==> src/hdl/ipoc_pkg.sv <==
// Shared types and constants for the int64 power overflow check block.
package ipoc_pkg;

   localparam int unsigned WordWidth = 64;

   localparam logic [WordWidth-1:0] WORD_ONE  = 64'h0000_0000_0000_0001;
   localparam logic [WordWidth-1:0] SIGNED_MAX = 64'h7FFF_FFFF_FFFF_FFFF;
   localparam logic [WordWidth-1:0] SIGNED_MIN = 64'h8000_0000_0000_0000;

   typedef struct packed {
      logic signed [WordWidth-1:0] base_value;
      logic [WordWidth-1:0]        exponent_value;
   } req_type;

   typedef struct packed {
      logic signed [WordWidth-1:0] power_result;
      logic                        overflowed;
   } rsp_type;

   // Controller to datapath
   typedef struct packed {
      logic load;       // take a new item
      logic mul_start;  // launch one checked multiply
      logic mul_sq;     // 1: square -> square, 0: accumulator * square -> accumulator
      logic shift;      // drop the exponent LSB
      logic finish;     // move the result into the output register
   } cmd_type;

   // Datapath to controller
   typedef struct packed {
      logic e_zero;
      logic e_gt1;
      logic e_odd;
      logic mul_done;
      logic rsp_free;
   } status_type;

endpackage

==> src/hdl/ipoc_mul.sv <==
// Multi-cycle 64x64 signed multiply with signed 64-bit overflow check.
module ipoc_mul (
   input  logic        clock,
   input  logic        reset,
   input  logic        start,
   input  logic [63:0] a,
   input  logic [63:0] b,
   output logic        done,
   output logic [63:0] product,
   output logic        ovf
);
   import ipoc_pkg::*;

   logic [63:0]  ma_ff, mb_ff;
   logic         neg_ff;
   logic         busy_ff;
   logic [1:0]   cnt_ff;
   logic [63:0]  pp_ff;
   logic [1:0]   pp_sh_ff;
   logic         pp_vld_ff;
   logic         pp_last_ff;
   logic         fin_ff;
   logic [127:0] prod_ff;

   logic [31:0]  a_half, b_half;
   logic [127:0] pp_aligned;
   logic [63:0]  lo, hi, limit;

   // Partial product select: cnt bit 0 picks the half of a, bit 1 the half of b
   assign a_half = cnt_ff[0] ? ma_ff[63:32] : ma_ff[31:0];
   assign b_half = cnt_ff[1] ? mb_ff[63:32] : mb_ff[31:0];

   always_comb begin
      case (pp_sh_ff)
         2'd0:    pp_aligned = {64'd0, pp_ff};
         2'd1:    pp_aligned = {32'd0, pp_ff, 32'd0};
         2'd2:    pp_aligned = {pp_ff, 64'd0};
         default: pp_aligned = 128'd0;
      endcase
   end

   always_ff @(posedge clock) begin
      if (reset) begin
         busy_ff    <= 1'b0;
         cnt_ff     <= 2'd0;
         pp_vld_ff  <= 1'b0;
         pp_last_ff <= 1'b0;
         fin_ff     <= 1'b0;
      end else begin
         if (start) begin
            busy_ff <= 1'b1;
            cnt_ff  <= 2'd0;
         end else if (busy_ff) begin
            cnt_ff <= cnt_ff + 2'd1;
            if (cnt_ff == 2'd3) begin
               busy_ff <= 1'b0;
            end
         end
         pp_vld_ff  <= busy_ff;
         pp_last_ff <= busy_ff && (cnt_ff == 2'd3);
         fin_ff     <= pp_vld_ff && pp_last_ff;
      end
   end

   always_ff @(posedge clock) begin
      if (start) begin
         ma_ff   <= a[63] ? (~a + WORD_ONE) : a;
         mb_ff   <= b[63] ? (~b + WORD_ONE) : b;
         neg_ff  <= a[63] ^ b[63];
         prod_ff <= 128'd0;
      end else if (pp_vld_ff) begin
         prod_ff <= prod_ff + pp_aligned;
      end
      if (busy_ff) begin
         pp_ff    <= {32'd0, a_half} * {32'd0, b_half};
         pp_sh_ff <= {1'b0, cnt_ff[0]} + {1'b0, cnt_ff[1]};
      end
   end

   assign lo      = prod_ff[63:0];
   assign hi      = prod_ff[127:64];
   assign limit   = neg_ff ? SIGNED_MIN : SIGNED_MAX;
   assign done    = fin_ff;
   assign product = neg_ff ? (~lo + WORD_ONE) : lo;
   assign ovf     = (hi != 64'd0) || (lo > limit);

endmodule

==> src/hdl/ipoc_dp.sv <==
// Datapath: operand registers, shared multiplier, saturation and result register.
module ipoc_dp (
   input  logic                clock,
   input  logic                reset,
   input  ipoc_pkg::cmd_type   cmd,
   output ipoc_pkg::status_type status,
   input  ipoc_pkg::req_type   req_data,
   output logic                rsp_valid,
   input  logic                rsp_stall,
   output ipoc_pkg::rsp_type   rsp_data,
   input  logic                csr_wr_en,
   input  logic                csr_wr_data
);
   import ipoc_pkg::*;

   logic        sat_mode_ff;
   logic [63:0] acc_ff, sq_ff, e_ff;
   logic        ovf_ff;
   logic        base_neg_ff, exp_odd_ff;
   logic        dst_sq_ff;
   logic        rsp_valid_ff;
   rsp_type     rsp_data_ff;

   logic [63:0] mul_a, mul_product;
   logic        mul_done, mul_ovf;
   logic [63:0] final_value;

   assign mul_a = cmd.mul_sq ? sq_ff : acc_ff;

   ipoc_mul u_mul (
      .clock   (clock),
      .reset   (reset),
      .start   (cmd.mul_start),
      .a       (mul_a),
      .b       (sq_ff),
      .done    (mul_done),
      .product (mul_product),
      .ovf     (mul_ovf)
   );

   always_ff @(posedge clock) begin
      if (reset) begin
         sat_mode_ff  <= 1'b0;
         rsp_valid_ff <= 1'b0;
      end else begin
         if (csr_wr_en) begin
            sat_mode_ff <= csr_wr_data;
         end
         if (cmd.finish) begin
            rsp_valid_ff <= 1'b1;
         end else if (!rsp_stall) begin
            rsp_valid_ff <= 1'b0;
         end
      end
   end

   always_comb begin
      if (ovf_ff && sat_mode_ff) begin
         final_value = (base_neg_ff && exp_odd_ff) ? SIGNED_MIN : SIGNED_MAX;
      end else begin
         final_value = acc_ff;
      end
   end

   always_ff @(posedge clock) begin
      if (cmd.load) begin
         acc_ff      <= WORD_ONE;
         sq_ff       <= req_data.base_value;
         e_ff        <= req_data.exponent_value;
         ovf_ff      <= 1'b0;
         base_neg_ff <= req_data.base_value[63];
         exp_odd_ff  <= req_data.exponent_value[0];
      end else begin
         if (mul_done) begin
            if (dst_sq_ff) begin
               sq_ff <= mul_product;
            end else begin
               acc_ff <= mul_product;
            end
            ovf_ff <= ovf_ff | mul_ovf;
         end
         if (cmd.shift) begin
            e_ff <= e_ff >> 1;
         end
      end
      if (cmd.mul_start) begin
         dst_sq_ff <= cmd.mul_sq;
      end
      if (cmd.finish) begin
         rsp_data_ff.power_result <= final_value;
         rsp_data_ff.overflowed   <= ovf_ff;
      end
   end

   assign status.e_zero   = (e_ff == 64'd0);
   assign status.e_gt1    = |e_ff[63:1];
   assign status.e_odd    = e_ff[0];
   assign status.mul_done = mul_done;
   assign status.rsp_free = !rsp_valid_ff || !rsp_stall;

   assign rsp_valid = rsp_valid_ff;
   assign rsp_data  = rsp_data_ff;

endmodule

==> src/hdl/ipoc_ctrl.sv <==
// Controller: sequences the square-and-multiply scan over the exponent bits.
module ipoc_ctrl (
   input  logic                 clock,
   input  logic                 reset,
   input  logic                 req_valid,
   output logic                 req_stall,
   input  ipoc_pkg::status_type status,
   output ipoc_pkg::cmd_type    cmd
);
   import ipoc_pkg::*;

   localparam logic [2:0] S_IDLE  = 3'd0;
   localparam logic [2:0] S_CHECK = 3'd1;
   localparam logic [2:0] S_WACC  = 3'd2;
   localparam logic [2:0] S_WSQ   = 3'd3;
   localparam logic [2:0] S_WFIN  = 3'd4;
   localparam logic [2:0] S_OUT   = 3'd5;

   logic [2:0] state_ff, state_in;

   always_comb begin
      state_in = state_ff;
      cmd      = '0;
      case (state_ff)
         S_IDLE: begin
            if (req_valid) begin
               cmd.load = 1'b1;
               state_in = S_CHECK;
            end
         end
         S_CHECK: begin
            if (status.e_zero) begin
               state_in = S_OUT;
            end else if (status.e_gt1) begin
               cmd.mul_start = 1'b1;
               if (status.e_odd) begin
                  state_in = S_WACC;
               end else begin
                  cmd.mul_sq = 1'b1;
                  state_in   = S_WSQ;
               end
            end else begin
               cmd.mul_start = 1'b1;
               state_in      = S_WFIN;
            end
         end
         S_WACC: begin
            if (status.mul_done) begin
               cmd.mul_start = 1'b1;
               cmd.mul_sq    = 1'b1;
               state_in      = S_WSQ;
            end
         end
         S_WSQ: begin
            if (status.mul_done) begin
               cmd.shift = 1'b1;
               state_in  = S_CHECK;
            end
         end
         S_WFIN: begin
            if (status.mul_done) begin
               state_in = S_OUT;
            end
         end
         S_OUT: begin
            if (status.rsp_free) begin
               cmd.finish = 1'b1;
               state_in   = S_IDLE;
            end
         end
         default: begin
            state_in = S_IDLE;
         end
      endcase
   end

   always_ff @(posedge clock) begin
      if (reset) begin
         state_ff <= S_IDLE;
      end else begin
         state_ff <= state_in;
      end
   end

   assign req_stall = (state_ff != S_IDLE);

endmodule

==> src/hdl/int64_power_overflow_check_core.sv <==
// Top level of the signed 64-bit power unit with overflow flag.
//
// Computes base_value ** exponent_value by scanning the exponent from its LSB:
// for each bit below the top set bit, multiply the accumulator by the running
// square when the bit is set, then square the running square; one last multiply
// of accumulator by square closes the scan. Every multiply wraps to 64 bits and
// flags overflow when the exact signed product leaves the signed 64-bit range.
// With csr saturate mode set, an overflowed result becomes the signed maximum,
// or the signed minimum for a negative base with an odd exponent. An exponent of
// zero gives 1 with no overflow. One item is in work at a time. Each checked
// multiply runs on a single shared 32x32 multiplier as four partial products.
// The result sits in an output register, so the next transfer is accepted while
// a finished result still waits on rsp_stall. Write csr only while idle.
module int64_power_overflow_check_core (
   input  logic              clock,
   input  logic              reset,
   input  logic              req_valid,
   output logic              req_stall,
   input  ipoc_pkg::req_type req_data,
   output logic              rsp_valid,
   input  logic              rsp_stall,
   output ipoc_pkg::rsp_type rsp_data,
   input  logic              csr_wr_en,
   input  logic              csr_wr_data
);
   import ipoc_pkg::*;

   cmd_type    cmd;
   status_type status;

   // Sequencer: decides which multiply runs next and when the result leaves
   ipoc_ctrl u_ctrl (
      .clock     (clock),
      .reset     (reset),
      .req_valid (req_valid),
      .req_stall (req_stall),
      .status    (status),
      .cmd       (cmd)
   );

   // Operand registers, shared multiplier, saturation and output register
   ipoc_dp u_dp (
      .clock       (clock),
      .reset       (reset),
      .cmd         (cmd),
      .status      (status),
      .req_data    (req_data),
      .rsp_valid   (rsp_valid),
      .rsp_stall   (rsp_stall),
      .rsp_data    (rsp_data),
      .csr_wr_en   (csr_wr_en),
      .csr_wr_data (csr_wr_data)
   );

   // A transfer in makes the block busy on the next cycle
   a_busy_after_load: assert property (@(posedge clock) disable iff (reset)
      (req_valid && !req_stall) |=> req_stall)
      else $error("block not busy after input transfer");

   // The multiplier only finishes while an item is in work
   a_done_when_busy: assert property (@(posedge clock) disable iff (reset)
      status.mul_done |-> req_stall)
      else $error("multiply completed while idle");

   // A new result appears only after the controller commits one
   a_rsp_from_finish: assert property (@(posedge clock) disable iff (reset)
      $rose(rsp_valid) |-> $past(cmd.finish))
      else $error("result shown without finish command");

   // Load never coincides with a multiply launch or a finish
   a_load_excl: assert property (@(posedge clock) disable iff (reset)
      !(cmd.load && (cmd.mul_start || cmd.finish)))
      else $error("load overlaps other commands");

endmodule

==> config.mk <==
export PLATFORM = sky130hd
export DESIGN_NAME = int64_power_overflow_check_core
export DESIGN_NICKNAME = d
export VERILOG_FILES = /design/src/hdl/ipoc_pkg.sv /design/src/hdl/ipoc_mul.sv /design/src/hdl/ipoc_dp.sv /design/src/hdl/ipoc_ctrl.sv /design/src/hdl/int64_power_overflow_check_core.sv
export SDC_FILE = /design/constraint.sdc
export NUM_CORES = 2
export LEC_CHECK = 0
export BUFFER_PORTS_ARGS = -buffer_cell sky130_fd_sc_hd__buf_4
export CAP_MARGIN = 30
export CORE_UTILIZATION = 55
export DETAILED_ROUTE_END_ITERATION = 7
export PLACE_DENSITY = 0.75
export SYNTH_ARGS = -nofsm -noshare
export SYNTH_HDL_FRONTEND = slang
export SYNTH_SLANG_ARGS = --single-unit
==> constraint.sdc <==
create_clock -name clock -period 8.9 [get_ports clock]
set_input_delay 0 -clock clock [delete_from_list [all_inputs] [get_ports clock]]
set_output_delay 0 -clock clock [all_outputs]
set_load 0.01 [all_outputs]
==> reports/metrics.yaml <==
grt_pass1_vias: 60672
start_util_pct: 55.7
synth_seq_cells: 595
mostFrequentLayoutCells: "nor2_1, inv_1, nand2_1, fa_1, buf_4"
drc: 0
worstMarginPinSlew_ns: 1.17
path_clk_slew_ns: 0.06
seq_area_um2: 15800
synth_area_um2: 70200
syn-mean-instance-area_um2: 9.03
rsz0062_at_grt: "yes"
cts_num_sinks: 595
nNetsFinal: 9714
ant_nets: 0
fillerInstances: 10311
antenna_found_initial: 8
synth_area_leaders: "fa_1, edfxtp_1, ha_1"
grt_usage_pct: 42.1
dr.pass1.iters: 6
crit_start: "u_dp.u_mul.cnt_ff[1]"
hold_path.class: "input port to flop"
cp_max_fo: 8
outcome: "complete, no violations"
multi_input_area_um2: 49800
critPathArrivalTime_ns: 9.21
row_count: 130
cts_buffer_depth: 3
grt_overflow: 0
synth_top_cell_area_share_pct: 25.6
dieArea_um2: 129000
wire_per_inst_um: 27.6
grt_max_degree: 106
globalplace.congestion: 1.08
finalClockSkew_ns: 0.0710
end_kind: "flop"
ys_warn_count: 0
synth-edff-count: 391
numCtsBuffers: 70
yosysTopAreaCell: "fa_1"
cpMostUsedCell: "fa_1"
max-cap-violations: 0
final_common_cell: "nor2_1"
drt_wl_total_um: 275000
grt_pass1_wl_um: 399000
core_um2: 126000
synthesis.nets: 9255
drive_gt1_share_pct: 12.1
critPathRequiredTime_ns: 9.33
hpwl_um: 223000
holdWs_ns: 0.106
postSynthCellCount: 7766
fmax_mhz: 114
pin_count: 201
vias: 61026
cts_tree: "yes"
cp-start-kind: "flop"
yosysSeqAreaShare_pct: 22.6
setup.worst_path.class: "flop to flop"
yosys.cell_types.count: 91
async_flop_share_pct: 0
first_iter_violations: 7441
cts_root_buf: "clkbuf_16"
htree_levels: 3
via_per_inst: 6.14
cp_slowest_cell: "fa_1"
syn2layout_area_growth_pct: 15.6
hp-start: "req_data[127]"
io_buffers: 200
slew_viol_final: 0
fin_crit_ns: 8.78
slew-limit-headroom_pct: 21.2
final-setup-viol-count: 0
max_stage_delay_ns: 0.60
ys.flop_type: "edfxtp_1"
clkLatencyLatePin_ns: 0.70
hold_violations: 0
reg2reg_from: "u_dp.u_mul.cnt_ff[1]"
period_share_pct: 98.7
die_w_um: 359
die_h_um: 359
[sequential cells by signal (all words and copies together) (netlist names), 2 cells and up]
| register | flops |
|---|---|
| u_dp.u_mul.ma_ff | 64 |
| u_dp.e_ff | 64 |
| u_dp.u_mul.cnt_ff | 2 |
| u_dp.u_mul.pp_sh_ff | 2 |
| u_dp.acc_ff | 64 |
| u_dp.u_mul.prod_ff | 128 |
| u_dp.sq_ff | 64 |
| u_dp.rsp_data | 65 |
| u_ctrl.state_ff | 3 |
| u_dp.u_mul.mb_ff | 64 |
| u_dp.u_mul.pp_ff | 64 |
[worst paths after layout]
| check | end | slack [ns] | depth (start not counted) |
|---|---|---|---|
| setup / recovery | u_dp.u_mul.pp_ff[62] | 0.12 | 29 |
| hold / removal | u_dp.base_neg_ff | 0.11 | 2 |
| setup reg to reg | u_dp.u_mul.pp_ff[62] | 0.12 | 29 |
| hold reg to reg | u_dp.u_mul.done | 0.44 | 1 |
[per-layer routing]
| metal | share of wire [%] | up-vias | GRT usage, % |
|---|---|---|---|
| li1 | - | 26553 | - |
| met1 | 39 | 30144 | 56.5 |
| met2 | 43 | 3642 | 62.6 |
| met3 | 11 | 683 | 9.25 |
| met4 | 7.0 | 4 | 25.2 |
| met5 | 0.0098 | - | 0 |
[logic make-up (layout without fill, tap and decap cells)]
family | Yosys count | in the layout | synth area share, %
compound gates | 1211 | 1211 | 11.1
xor+xnor | 370 | 370 | 4.62
fa+ha+maj | 1355 | 1355 | 33.8
buf+inv | 1349 | 1865 | 7.31
flops | 595 | 595 | 22.6
mux | 320 | 320 | 4.68
other cells | 0 | 2 | 0
simple gates | 2566 | 2566 | 16.0
[metrics by stage]
stage,instances,setup TNS (ns),setup slack (ns),utilization [%],instance area [µm²]
finish,9934,0,0.118,64.3,81100
global route,9933,-0.260,-0.0718,64.3,81100
CTS,9882,0,0.0195,63.6,80200
detailed placement,9618,-0.261,-0.114,60.5,76300
global placement,9615,-0.0730,-0.0591,60.5,76200
floorplan,7766,0,0.0161,-,70200
[critical path: cells and delay by family (launching register included)]
family | cells | cell delay [ns]
multiplexers | 1 | 0.39
adder cells (fa/ha/maj) | 9 | 4.35
buffers and inverters | 6 | 0.63
XOR/XNOR | 1 | 0.08
AO/OA/AOI/OAI | 11 | 2.53
AND/OR/NAND/NOR | 1 | 0.12
flip-flops | 1 | 0.41
[what timing repair did]
action	in CTS	in global routing
setup buffers	0	43
cloned	0	5
endpoints found under the hold margin	166	0
pin swaps	0	30
endpoints found under the setup margin	7	13
hold buffers	135	0
gates resized for setup	3	71
[Yosys cell counts (8+ instances only)]
| cell | number |
|---|---|
| a211o_1 | 11 |
| a211oi_1 | 65 |
| a21boi_0 | 13 |
| a21o_1 | 189 |
| a21oi_1 | 370 |
| a22o_1 | 53 |
| a31o_2 | 8 |
| a31oi_1 | 35 |
| and2_1 | 82 |
| and3_1 | 22 |
| and4_1 | 12 |
| buf_1 | 26 |
| buf_2 | 12 |
| clkbuf_1 | 377 |
| dfxtp_1 | 204 |
| edfxtp_1 | 391 |
| fa_1 | 897 |
| ha_1 | 458 |
| inv_1 | 929 |
| mux2_2 | 64 |
| mux2i_1 | 256 |
| nand2_1 | 905 |
| nand2b_1 | 34 |
| nand3_1 | 49 |
| nand4_1 | 101 |
| nor2_1 | 1046 |
| nor2b_1 | 36 |
| nor3_1 | 78 |
| nor4_1 | 83 |
| o211ai_1 | 19 |
| o21a_1 | 34 |
| o21ai_0 | 220 |
| o21ai_1 | 9 |
| o21bai_1 | 45 |
| o31ai_1 | 48 |
| o41ai_1 | 17 |
| or2_2 | 17 |
| or3_1 | 48 |
| xnor2_1 | 216 |
| xor2_1 | 154 |
[final cells by class]
type | instances | share of cell area, %
diodes | 2 | 0.00617
clock buffers | 90 | 2.35
clock inverters | 39 | 0.753
inverters | 929 | 4.31
multi-input cells | 5822 | 61.5
flip-flops and latches | 595 | 19.5
well taps | 1650 | 2.55
repair buffers | 807 | 9.05
Power is left out: the tool's default activity adds up to more than one toggle a clock period on the data nets, which glitch-free logic cannot reach.
